## config.mk

```make
export PLATFORM = sky130hd
export DESIGN_NAME = confusion_matrix_counter_top
export DESIGN_NICKNAME = d
export VERILOG_FILES = /design/src/rtl/core/cmc_pkg.sv /design/src/rtl/core/cmc_count_mem.sv /design/src/rtl/core/confusion_matrix_counter_top.sv
export SDC_FILE = /design/constraint.sdc
export NUM_CORES = 2
export LEC_CHECK = 0
export ABC_CLOCK_PERIOD_IN_PS = 7550
export BUFFER_PORTS_ARGS = -buffer_cell sky130_fd_sc_hd__buf_2
export CAP_MARGIN = 20
export CELL_PAD_IN_SITES_DETAIL_PLACEMENT = 0
export CELL_PAD_IN_SITES_GLOBAL_PLACEMENT = 2
export CORE_MARGIN = 2
export CORE_UTILIZATION = 28
export DETAILED_ROUTE_END_ITERATION = 6
export PLACE_DENSITY = 0.59
export REMOVE_ABC_BUFFERS = 1
export SYNTH_ARGS = -nofsm -noshare
export SYNTH_HDL_FRONTEND = slang
export SYNTH_SLANG_ARGS = --single-unit
```

## constraint.sdc

```tcl
create_clock -name clk -period 7.55 [get_ports clk]
set_input_delay 1.51 -clock clk [delete_from_list [all_inputs] [get_ports clk]]
set_output_delay 1.51 -clock clk [all_outputs]
set_load 0.02 [all_outputs]
```

## src/rtl/core/cmc_pkg.sv

```systemverilog
`default_nettype none

package cmc_pkg;

  // Defaults for the top-level parameters.
  localparam int NUM_CLASSES_DEF = 16;
  localparam int COUNT_WIDTH_DEF = 32;

  // Fixed field widths.
  localparam int LABEL_W = 5;
  localparam int CMD_W   = 2;
  localparam int OUT_W   = 32;
  localparam int APB_AW  = 3;
  localparam int APB_DW  = 32;

  // Register map: the register index is the word address, paddr[2].
  localparam logic REG_CLASSES_IN_USE = 1'b0;
  localparam logic [LABEL_W-1:0] CLASSES_RESET = 5'd16;

  typedef enum logic [CMD_W-1:0] {
    CMD_RECORD = 2'd0,
    CMD_READ   = 2'd1,
    CMD_CLEAR  = 2'd2,
    CMD_NOP    = 2'd3
  } cmd_t;

  typedef enum logic {
    ST_IDLE = 1'b0,
    ST_EXEC = 1'b1
  } state_t;

endpackage : cmc_pkg

`default_nettype wire

```

## src/rtl/core/cmc_count_mem.sv

```systemverilog
`default_nettype none

// Counter memory with one synchronous read port and one write port.
// A per-entry valid bit makes entries not written since the last reset or
// clear read as zero, so a clear resets every entry at once.
module cmc_count_mem #(
  parameter int DEPTH = cmc_pkg::NUM_CLASSES_DEF,
  parameter int WIDTH = cmc_pkg::COUNT_WIDTH_DEF
) (
  input  wire logic                     clk,
  input  wire logic                     rst,
  input  wire logic                     clr,
  input  wire logic                     rd_en,
  input  wire logic [$clog2(DEPTH)-1:0] raddr,
  output logic      [WIDTH-1:0]         rdata,
  input  wire logic                     we,
  input  wire logic [$clog2(DEPTH)-1:0] waddr,
  input  wire logic [WIDTH-1:0]         wdata
);

  logic [WIDTH-1:0] mem [DEPTH];
  logic [DEPTH-1:0] valid;
  logic [WIDTH-1:0] rd_word;
  logic             rd_valid;

  always_ff @(posedge clk) begin
    if (we) begin
      mem[waddr] <= wdata;
    end
    if (rd_en) begin
      rd_word <= mem[raddr];
    end
  end

  always_ff @(posedge clk) begin
    if (rst || clr) begin
      valid <= '0;
    end else if (we) begin
      valid[waddr] <= 1'b1;
    end
  end

  always_ff @(posedge clk) begin
    if (rst) begin
      rd_valid <= 1'b0;
    end else if (rd_en) begin
      rd_valid <= valid[raddr] && !clr;
    end
  end

  assign rdata = rd_valid ? rd_word : '0;

endmodule : cmc_count_mem

`default_nettype wire

```

## src/rtl/core/confusion_matrix_counter_top.sv

```systemverilog
`default_nettype none

// One-vs-rest confusion matrix counters.
//
// Command channel: an item is accepted on a rising edge where start is high
// and busy is low. cmd selects record (count one predicted/true pair),
// read (return one class's four counts), clear (zero everything) or no-op.
// Labels are 1-based; a record with a label of zero, or above classes_in_use or
// NUM_CLASSES, is dropped, as are all records once the pair total has saturated.
//
// Result channel: a read produces exactly one item, shown on tp_count,
// tn_count, fp_count, fn_count and class_ok for the single cycle in which
// done is high. The receiver cannot stall, so it must take the item then.
// True negatives are computed on the fly as total minus the other three.
//
// Sequence: a counted record or a read first does a synchronous read of the
// counter memories at acceptance, then passes through ST_EXEC with busy high,
// where a record writes back its incremented counts and a read registers its
// result and done. Clear, no-op and a dropped record do not enter ST_EXEC
// and leave busy low.
//
// Reset (rst, synchronous) zeroes all counters through the memory valid
// bits, sets classes_in_use to 16 and returns to idle.
// classes_in_use is written through the APB port at byte address 0.
module confusion_matrix_counter_top #(
  parameter int NUM_CLASSES = cmc_pkg::NUM_CLASSES_DEF,
  parameter int COUNT_WIDTH = cmc_pkg::COUNT_WIDTH_DEF
) (
  input  wire logic                        clk,
  input  wire logic                        rst,
  // Configuration port
  input  wire logic                        psel,
  input  wire logic                        penable,
  input  wire logic                        pwrite,
  input  wire logic [cmc_pkg::APB_AW-1:0]  paddr,
  input  wire logic [cmc_pkg::APB_DW-1:0]  pwdata,
  output logic      [cmc_pkg::APB_DW-1:0]  prdata,
  output logic                             pready,
  // Command channel
  input  wire logic                        start,
  output logic                             busy,
  input  wire logic [cmc_pkg::CMD_W-1:0]   cmd,
  input  wire logic [cmc_pkg::LABEL_W-1:0] found_class,
  input  wire logic [cmc_pkg::LABEL_W-1:0] true_class,
  input  wire logic [cmc_pkg::LABEL_W-1:0] read_class,
  // Result channel
  output logic                             done,
  output logic      [cmc_pkg::OUT_W-1:0]   tp_count,
  output logic      [cmc_pkg::OUT_W-1:0]   tn_count,
  output logic      [cmc_pkg::OUT_W-1:0]   fp_count,
  output logic      [cmc_pkg::OUT_W-1:0]   fn_count,
  output logic                             class_ok
);

  localparam int IDX_W = $clog2(NUM_CLASSES);
  localparam logic [8:0] NUM_CLASSES_LIM = 9'(NUM_CLASSES);

  // A label is valid when it is nonzero and within both the register limit
  // and the number of stored classes.
  function automatic logic label_valid(input logic [cmc_pkg::LABEL_W-1:0] label,
                                       input logic [cmc_pkg::LABEL_W-1:0] limit);
    return (label != '0) && (label <= limit) && (9'(label) <= NUM_CLASSES_LIM);
  endfunction

  // Configuration register.
  logic [cmc_pkg::LABEL_W-1:0] classes_in_use;
  logic                        cfg_write;

  assign pready    = 1'b1;
  assign cfg_write = psel && penable && pwrite && (paddr[2] == cmc_pkg::REG_CLASSES_IN_USE);

  always_ff @(posedge clk) begin
    if (rst) begin
      classes_in_use <= cmc_pkg::CLASSES_RESET;
    end else if (cfg_write) begin
      classes_in_use <= pwdata[cmc_pkg::LABEL_W-1:0];
    end
  end

  always_comb begin
    prdata = '0;
    if (paddr[2] == cmc_pkg::REG_CLASSES_IN_USE) begin
      prdata = cmc_pkg::APB_DW'(classes_in_use);
    end
  end

  // Command decode at acceptance.
  cmc_pkg::state_t state, state_next;
  cmc_pkg::cmd_t   cmd_in;
  logic            accept;
  logic            found_ok, exp_ok, rd_ok;
  logic            rec_go, rd_go, clr_go;
  logic [IDX_W-1:0] found_idx, exp_idx, rd_idx;
  logic [COUNT_WIDTH-1:0] total_pairs;

  assign cmd_in    = cmc_pkg::cmd_t'(cmd);
  assign accept    = start && !busy;
  assign found_ok  = label_valid(found_class, classes_in_use);
  assign exp_ok    = label_valid(true_class, classes_in_use);
  assign rd_ok     = label_valid(read_class, classes_in_use);
  assign found_idx = IDX_W'(5'(found_class - 5'd1));
  assign exp_idx   = IDX_W'(5'(true_class - 5'd1));
  assign rd_idx    = IDX_W'(5'(read_class - 5'd1));

  // A saturated total blocks further records, so no per-class counter can
  // wrap either.
  assign rec_go = accept && (cmd_in == cmc_pkg::CMD_RECORD) && found_ok && exp_ok &&
                  !(&total_pairs);
  assign rd_go  = accept && (cmd_in == cmc_pkg::CMD_READ);
  assign clr_go = accept && (cmd_in == cmc_pkg::CMD_CLEAR);

  // Operation context held for the ST_EXEC state.
  logic             op_read, op_match, op_ok;
  logic [IDX_W-1:0] op_found_idx, op_exp_idx;

  always_ff @(posedge clk) begin
    if (accept) begin
      op_read      <= (cmd_in == cmc_pkg::CMD_READ);
      op_match     <= (found_class == true_class);
      op_ok        <= rd_ok;
      op_found_idx <= found_idx;
      op_exp_idx   <= exp_idx;
    end
  end

  always_ff @(posedge clk) begin
    if (rst || clr_go) begin
      total_pairs <= '0;
    end else if (rec_go) begin
      total_pairs <= total_pairs + 1'b1;
    end
  end

  // Sequencer.
  always_ff @(posedge clk) begin
    if (rst) begin
      state <= cmc_pkg::ST_IDLE;
    end else begin
      state <= state_next;
    end
  end

  logic exec;

  always_comb begin
    state_next = state;
    busy       = 1'b0;
    exec       = 1'b0;
    case (state)
      cmc_pkg::ST_IDLE: begin
        if (rec_go || rd_go) begin
          state_next = cmc_pkg::ST_EXEC;
        end
      end
      cmc_pkg::ST_EXEC: begin
        busy       = 1'b1;
        exec       = 1'b1;
        state_next = cmc_pkg::ST_IDLE;
      end
      default: begin
        state_next = cmc_pkg::ST_IDLE;
      end
    endcase
  end

  // Counter memories: a read uses the read class on all three; a record
  // reads the predicted class in tp/fp and the true class in fn.
  logic [IDX_W-1:0]       tp_raddr, fn_raddr;
  logic [COUNT_WIDTH-1:0] tp_rd, fp_rd, fn_rd;
  logic                   tp_we, fp_we, fn_we;
  logic [COUNT_WIDTH-1:0] tn_diff;

  assign tp_raddr = (cmd_in == cmc_pkg::CMD_READ) ? rd_idx : found_idx;
  assign fn_raddr = (cmd_in == cmc_pkg::CMD_READ) ? rd_idx : exp_idx;

  assign tp_we = exec && !op_read && op_match;
  assign fp_we = exec && !op_read && !op_match;
  assign fn_we = exec && !op_read && !op_match;

  cmc_count_mem #(.DEPTH(NUM_CLASSES), .WIDTH(COUNT_WIDTH)) u_tp_mem (
    .clk   (clk),
    .rst   (rst),
    .clr   (clr_go),
    .rd_en (accept),
    .raddr (tp_raddr),
    .rdata (tp_rd),
    .we    (tp_we),
    .waddr (op_found_idx),
    .wdata (tp_rd + 1'b1)
  );

  cmc_count_mem #(.DEPTH(NUM_CLASSES), .WIDTH(COUNT_WIDTH)) u_fp_mem (
    .clk   (clk),
    .rst   (rst),
    .clr   (clr_go),
    .rd_en (accept),
    .raddr (tp_raddr),
    .rdata (fp_rd),
    .we    (fp_we),
    .waddr (op_found_idx),
    .wdata (fp_rd + 1'b1)
  );

  cmc_count_mem #(.DEPTH(NUM_CLASSES), .WIDTH(COUNT_WIDTH)) u_fn_mem (
    .clk   (clk),
    .rst   (rst),
    .clr   (clr_go),
    .rd_en (accept),
    .raddr (fn_raddr),
    .rdata (fn_rd),
    .we    (fn_we),
    .waddr (op_exp_idx),
    .wdata (fn_rd + 1'b1)
  );

  // Every pair adds exactly one of the four counts to each class, so the
  // true negatives follow from the total.
  assign tn_diff = total_pairs - tp_rd - fp_rd - fn_rd;

  always_ff @(posedge clk) begin
    if (rst) begin
      done <= 1'b0;
    end else begin
      done <= exec && op_read;
    end
  end

  always_ff @(posedge clk) begin
    if (exec && op_read) begin
      class_ok <= op_ok;
      tp_count <= op_ok ? cmc_pkg::OUT_W'(tp_rd)   : '0;
      tn_count <= op_ok ? cmc_pkg::OUT_W'(tn_diff) : '0;
      fp_count <= op_ok ? cmc_pkg::OUT_W'(fp_rd)   : '0;
      fn_count <= op_ok ? cmc_pkg::OUT_W'(fn_rd)   : '0;
    end
  end

endmodule : confusion_matrix_counter_top

`default_nettype wire

```

== Word-level counts from Yosys, hierarchy flattened ==
Memory sizes are Yosys's and may differ from the RTL's. A register that Yosys moved wholly into a read port is not among the register bits.
Index checks and enable logic that the tools add are counted.

* Register bits: 230
* Memory bits (writable): 1536
* Bits of input ports: 58
* Output and inout port bits: 164
* Memories: 3

{| class="wikitable"
|+ Memory list
! memory !! words !! bits a word !! read ports !! clocked after memory_dff !! wr ports !! line !! RTL
|-
| u_fn_mem.mem || 16 || 32 || 1 || 1 || 1 || cmc_count_mem.sv:21 || <nowiki>logic [WIDTH-1:0] mem [DEPTH];</nowiki>
|-
| u_fp_mem.mem || 16 || 32 || 1 || 1 || 1 || cmc_count_mem.sv:21 ||
|-
| u_tp_mem.mem || 16 || 32 || 1 || 1 || 1 || cmc_count_mem.sv:21 ||
|}

* Add/subtract/negate cells: 10
* $lt $le $gt $ge: 12
* Equal/unequal tests: 3
* Multiplexer cells: 23
* Bitwise gates (word level): 5
* Reduce and logical (&&, ||, !) cells: 37

{| class="wikitable"
|+ Operator list
! cell !! number
|-
| $add A32 B1 Y32 const B || 4
|-
| $mux W32 || 3
|-
| $sub A32 B32 Y32 || 3
|-
| $or A16 B16 Y16 || 3
|-
| $reduce_and A32 Y1 || 1
|-
| $logic_and A1 B1 Y1 || 25
|-
| $lt A4 B5 Y1 const B || 4
|-
| $le A5 B5 Y1 || 3
|-
| $le A5 B5 Y1 const B || 3
|-
| $reduce_bool A5 Y1 || 3
|-
| $bmux W1 S4 || 3
|-
| $sub A4 B1 Y4 const B || 3
|-
| $mux W1 || 11
|-
| $demux W1 S4 || 2
|-
| $ge A4 B1 Y1 const B || 2
|-
| $mux W4 || 2
|-
| $eq A5 B5 Y1 || 1
|-
| $logic_not A1 Y1 || 5
|-
| $mux W5 || 1
|-
| $eq A2 B1 Y1 const B || 1
|-
| $eq A2 B2 Y1 const B || 1
|-
| $logic_not A2 Y1 || 1
|-
| $logic_or A1 B1 Y1 || 2
|-
| $not A1 Y1 || 2
|-
| $pmux W1 S2 || 1
|}

== Logic depth before layout (Yosys ltp) ==
* Word-level depth: 10
* Mapped depth: 18
* Mapped depth without buffers: 15

== Cells and area by module ==
From an unflattened synthesis, not the netlist that was laid out.

* Cells, all modules: 3911
* Area, all modules: 76180.6 sq um

{| class="wikitable"
|+ By module, submodules not included
! module !! instances !! cells each !! area each (sq um) !! seq. area each (sq um)
|-
| cmc_count_mem (u_fp_mem ...) || 2 || 849 || 21087.7 || 16676.0
|-
| cmc_count_mem (u_fn_mem) || 1 || 854 || 21110.2 || 16676.0
|-
| confusion_matrix_counter_top || 1 || 1359 || 12894.9 || 4984.8
|}

== Least setup slack after synthesis ==
OpenSTA, ideal clock, no wires.

* Path kind: input to register
* Start: input start
* End: register total_pairs[0]
* Setup time: 0.128 ns
* Data arrival time: 4.991 ns
* Required time: 7.422 ns
* Slack: 2.431 ns
* Stages: 7
* Path through: nand2b_1 inv_1 a21o_1 clkbuf_1 clkbuf_1 buf_1 nor2_1

* Cells in the longest elaborated chain, start to end: 5
* Elaborated cells between the ends (all ways): 7
* Those cells by class: reduce/logical: 7

{| class="wikitable"
|+ RTL lines
! element !! line !! RTL
|-
| start: declaration || confusion_matrix_counter_top.sv:40 || <nowiki>input wire logic start,</nowiki>
|-
| $logic_and A1 B1 Y1 (*) || confusion_matrix_counter_top.sv:97 || <nowiki>assign accept = start && !busy;</nowiki>
|-
| via accept || confusion_matrix_counter_top.sv:90 || <nowiki>logic accept;</nowiki>
|-
| $logic_and A1 B1 Y1 (4 in a row) || confusion_matrix_counter_top.sv:107 || <nowiki>assign rec_go = accept && (cmd_in == cmc_pkg::CMD_RECORD) && found_ok && exp_ok &&</nowiki>
|-
| end signal: assignment || confusion_matrix_counter_top.sv:130 || <nowiki>total_pairs <= total_pairs + 1'b1;</nowiki>
|-
| end: declaration || confusion_matrix_counter_top.sv:94 || <nowiki>logic [COUNT_WIDTH-1:0] total_pairs;</nowiki>
|}

The timed path passes the listed nets; every way through them passes the cells marked *.
A chain may end at the register's enable or synchronous reset.

== Final worst setup path ==
* Start: register u_fp_mem.rd_valid
* End: register tn_count[25] in the netlist's numbering (data pin)

* Cells in the longest elaborated chain, start to end: 3

{| class="wikitable"
|+ RTL lines
! element !! line !! RTL
|-
| start: declaration || cmc_count_mem.sv:24 || <nowiki>logic rd_valid;</nowiki>
|-
| start signal: assignment || cmc_count_mem.sv:47 || <nowiki>rd_valid <= valid[raddr] && !clr;</nowiki>
|-
| $mux W32 || cmc_count_mem.sv:51 || <nowiki>assign rdata = rd_valid ? rd_word : '0;</nowiki>
|-
| via fp_rd[0] || confusion_matrix_counter_top.sv:169 || <nowiki>logic [COUNT_WIDTH-1:0] tp_rd, fp_rd, fn_rd;</nowiki>
|-
| $sub A32 B32 Y32 (2 in a row) || confusion_matrix_counter_top.sv:218 || <nowiki>assign tn_diff = total_pairs - tp_rd - fp_rd - fn_rd;</nowiki>
|-
| end signal: assignment || confusion_matrix_counter_top.sv:232 || <nowiki>tn_count <= op_ok ? cmc_pkg::OUT_W'(tn_diff) : '0;</nowiki>
|-
| end: declaration || confusion_matrix_counter_top.sv:49 || <nowiki>output logic [cmc_pkg::OUT_W-1:0] tn_count,</nowiki>
|}

The timed path passes the listed nets, and every way through them passes these cells.

==> impl_metrics.yaml <==
status:
  status: "complete, no violations"
synth:
  synth_top_area_share: 0.695
  ys.flop_type: "edfxtp_1"
  syn_inst: 4276
  async_flop_share: 0
  synthesis.area_mm2: 0.0765
  yosysSeqAreaShare: 0.719
  synth-seq-cells: 1862
  synth-edff-count: 1772
  avgSynthCellArea_um2: 17.9
  synth_area_leaders: "edfxtp_1, mux4_2, dfxtp_1, mux2i_1, nor2_1"
  synth_cell_type_count: 66
  yosys.area.top_type: "edfxtp_1"
  yosys_warnings: 0
grt:
  grt_pass1_wl_um: 308000
  first_global_vias: 41224
  grt_overflow_total: 0
  grt_max_degree: 132
  grt.total_usage: 0.156
  antenna_found_initial: 10
clocking:
  cts_buffers: 205
  ctsHtreeMaxLevel: 4
  cts_root_buf: "clkbuf_16"
  clk_pin_slew_worst_paths_ns: 0.06
  clk_latency_ns: 0.88
  clk_path_buf_depth: 3
  post_cts_buffers: 0
  cts_hold_buffers: 0
  cts_tree: "done"
  clock-sinks: 1862
  cts.repair.resized: 0
floorplanning:
  die_area_mm2: 0.277
  initial_utilization: 0.282
  pin_count: 222
  design.core.area_mm2: 0.271
  rows: 191
  die-height_um: 527
  dieWidth_um: 527
sta:
  hold_viol: 0
  hold_ws_ns: 0.465
  layout_min_cycle_time_ns: 5.78
  fin_skew_ns: 0.0756
  rsz0062_at_grt: "no"
  setup_tns_ns: 0
  setup_viol: 0
  fin_crit_sh: 0.766
  slew_headroom: 0.213
  drv_slew: 0
  fmax_mhz: 173
  tightestPinTransition_ns: 1.18
setup_path:
  r2r-start: "u_fp_mem.rd_valid$_SDFFE_PP0P_"
  crit_start: "u_fp_mem.rd_valid$_SDFFE_PP0P_"
  cp_cell_sequence: "nand2_1, inv_1, ha_1, fa_1, fa_1, nand2b_1, a2111oi_0, o21ai_0, a2111oi_0, buf_4, nor2_1, xor2_1, nor2_1"
  arrival_ns: 6.39
  crit_path_max_incr_delay_ns: 0.64
  cp_num_buf_inv: 2
  worstPathMaxFanout: 19
  end_kind: "flop"
  cp_top_family: "compound AO/OA/AOI/OAI gates"
  critPathSlowestCell: "a2111oi_0"
  crit_type: "flop to flop"
  critPathLaunchType: "flop"
  worstPathRequired_ns: 8.16
power_and_ir_drop:
  vdd_drop_max_v: 0.000244
  leakage_nw: 26.5
  p_per_area_mw_per_mm2: 252
drt:
  viasPerCell: 4.80
  wl_per_cell_um: 26.3
  totalWireLength_um: 219000
  ant_nets: 0
  vias: 40061
  dr.pass1.iters: 5
  drc: 0
  first_iter_violations: 3759
place:
  gp_congestion: 0.760
  hpwl_um: 125000
  io_buffers: 164
  dpl.cell_count: 7920
cells_and_area:
  nNetsFinal: 4775
  instances_no_fill: 8347
  most-common-layout-cells: "edfxtp_1, mux4_2, nor2_1, clkbuf_16, a21oi_1"
  syn_to_final_growth_pct: 16.9
  n_fill_cell: 26127
  final_common_cell: "edfxtp_1"
  drive_gt1_frac: 0.231
worst_hold_path:
  hold_start: "classes_in_use[4]$_SDFFE_PP1P_"
  hp-class: "flop to flop"
run:
  drv_cap: 0
==> cell families after synthesis <==
kind of cell	count (synthesis)	share of synthesized area
buffers and inverters	380	0.0211
muxes	512	0.132
AOI/OAI and AO/OA	391	0.0318
and+or+nand+nor	878	0.0570
other	2	0.0000981
DFF	1862	0.719
adders and majority gates	117	0.0239
xor gates and xnor gates	134	0.0153
==> stage by stage <==
step / cell area (um^2) / power (mW) / utilization / setup slack [ns]
after floorplan: 75600 / 12.7 / - / -19.76
after global placement: 82300 / 12.7 / 0.303 / 1.69
after detailed placement: 82300 / 12.7 / 0.304 / 1.68
after CTS: 89100 / 22.8 / 0.329 / 1.65
after global routing: 89400 / 23.3 / 0.330 / 1.19
final: 89400 / 22.5 / 0.330 / 1.77
==> synthesized netlist by cell type (5+ instances only) <==
cell type and number:
o21ai_0 33, xor2_1 50, nand2_1 161, nand2b_1 15, a31oi_1 5, inv_1 147
mux4_2 396, edfxtp_1 1772, nor2_1 291, a21o_1 17, a21boi_0 8, nor2b_1 108
nand4_1 30, fa_1 49, a211oi_1 99, or4_1 25, o21a_1 11, nor4_1 7
clkbuf_1 122, a21oi_1 169, o211ai_1 13, o21bai_1 6, or3_1 17, and2_1 57
ha_1 68, dfxtp_1 90, nand3_1 58, buf_1 18, and3_1 51, xnor2_1 84
nor3_1 29, buf_2 60, mux2i_1 115, o31ai_1 9, and4_1 8, buf_4 31
==> layer usage <==
metal / part of all wire / up-vias / track usage
li1: - / 17431 / -
met1: 0.46 / 21411 / 0.216
met2: 0.47 / 962 / 0.248
met3: 0.054 / 257 / 0.0317
met4: 0.024 / 0 / 0.0419
met5: 0 / - / 0
==> where the power goes <==
part / total, mW / switching [mW] / internal (mW)
clock: 10.0 / 4.30 / 5.72
combinational: 1.16 / 0.702 / 0.453
sequential: 11.3 / 0.0864 / 11.3
total: 22.5 / 5.09 / 17.4
==> worst paths after layout <==
| path | to | slack, ns | cells after the start |
|---|---|---|---|
| worst min register to register | classes_in_use[4]$_SDFFE_PP1P_ | 0.47 | 1 |
| worst min-delay path | classes_in_use[4]$_SDFFE_PP1P_ | 0.47 | 1 |
| worst max-delay path | tn_count[25]$_SDFFCE_PN0P_ | 1.77 | 13 |
| worst max register to register | tn_count[25]$_SDFFCE_PN0P_ | 1.77 | 13 |
==> cell type report <==
cell class / count / area (um^2) / area share
sequential: 1862 / 55000 / 0.615
multi-input combinational: 2060 / 20400 / 0.228
clock buffer: 238 / 5310 / 0.0594
tap: 3570 / 4470 / 0.0499
timing repair buffer: 322 / 2180 / 0.0244
clock inverter: 141 / 1460 / 0.0163
inverter: 149 / 567 / 0.00634
antenna: 5 / 12.5 / 0.000140
==> worst reg2reg max path, cell delays in order, from the launching register on <==
cell,delay (ns)
dfxtp_2,0.58
nand2_1,0.46
inv_1,0.47
ha_1,0.33
fa_1,0.45
fa_1,0.39
nand2b_1,0.21
a2111oi_0,0.64
o21ai_0,0.47
a2111oi_0,0.60
buf_4,0.21
nor2_1,0.06
xor2_1,0.57
nor2_1,0.09
==> registers in the layout (all words and copies together) (netlist names), 4 cells and up <==
name              cells
tn_count             32
classes_in_use        5
u_fn_mem.rd_word     32
u_fn_mem.valid       16
op_found_idx          4
tp_count             32
fp_count             32
u_fp_mem.mem        512
total_pairs          32
u_tp_mem.rd_word     32
u_tp_mem.mem        512
u_tp_mem.valid       16
u_fp_mem.rd_word     32
u_fp_mem.valid       16
fn_count             32
op_exp_idx            4
u_fn_mem.mem        512
(Power assumes the default switching activity.)
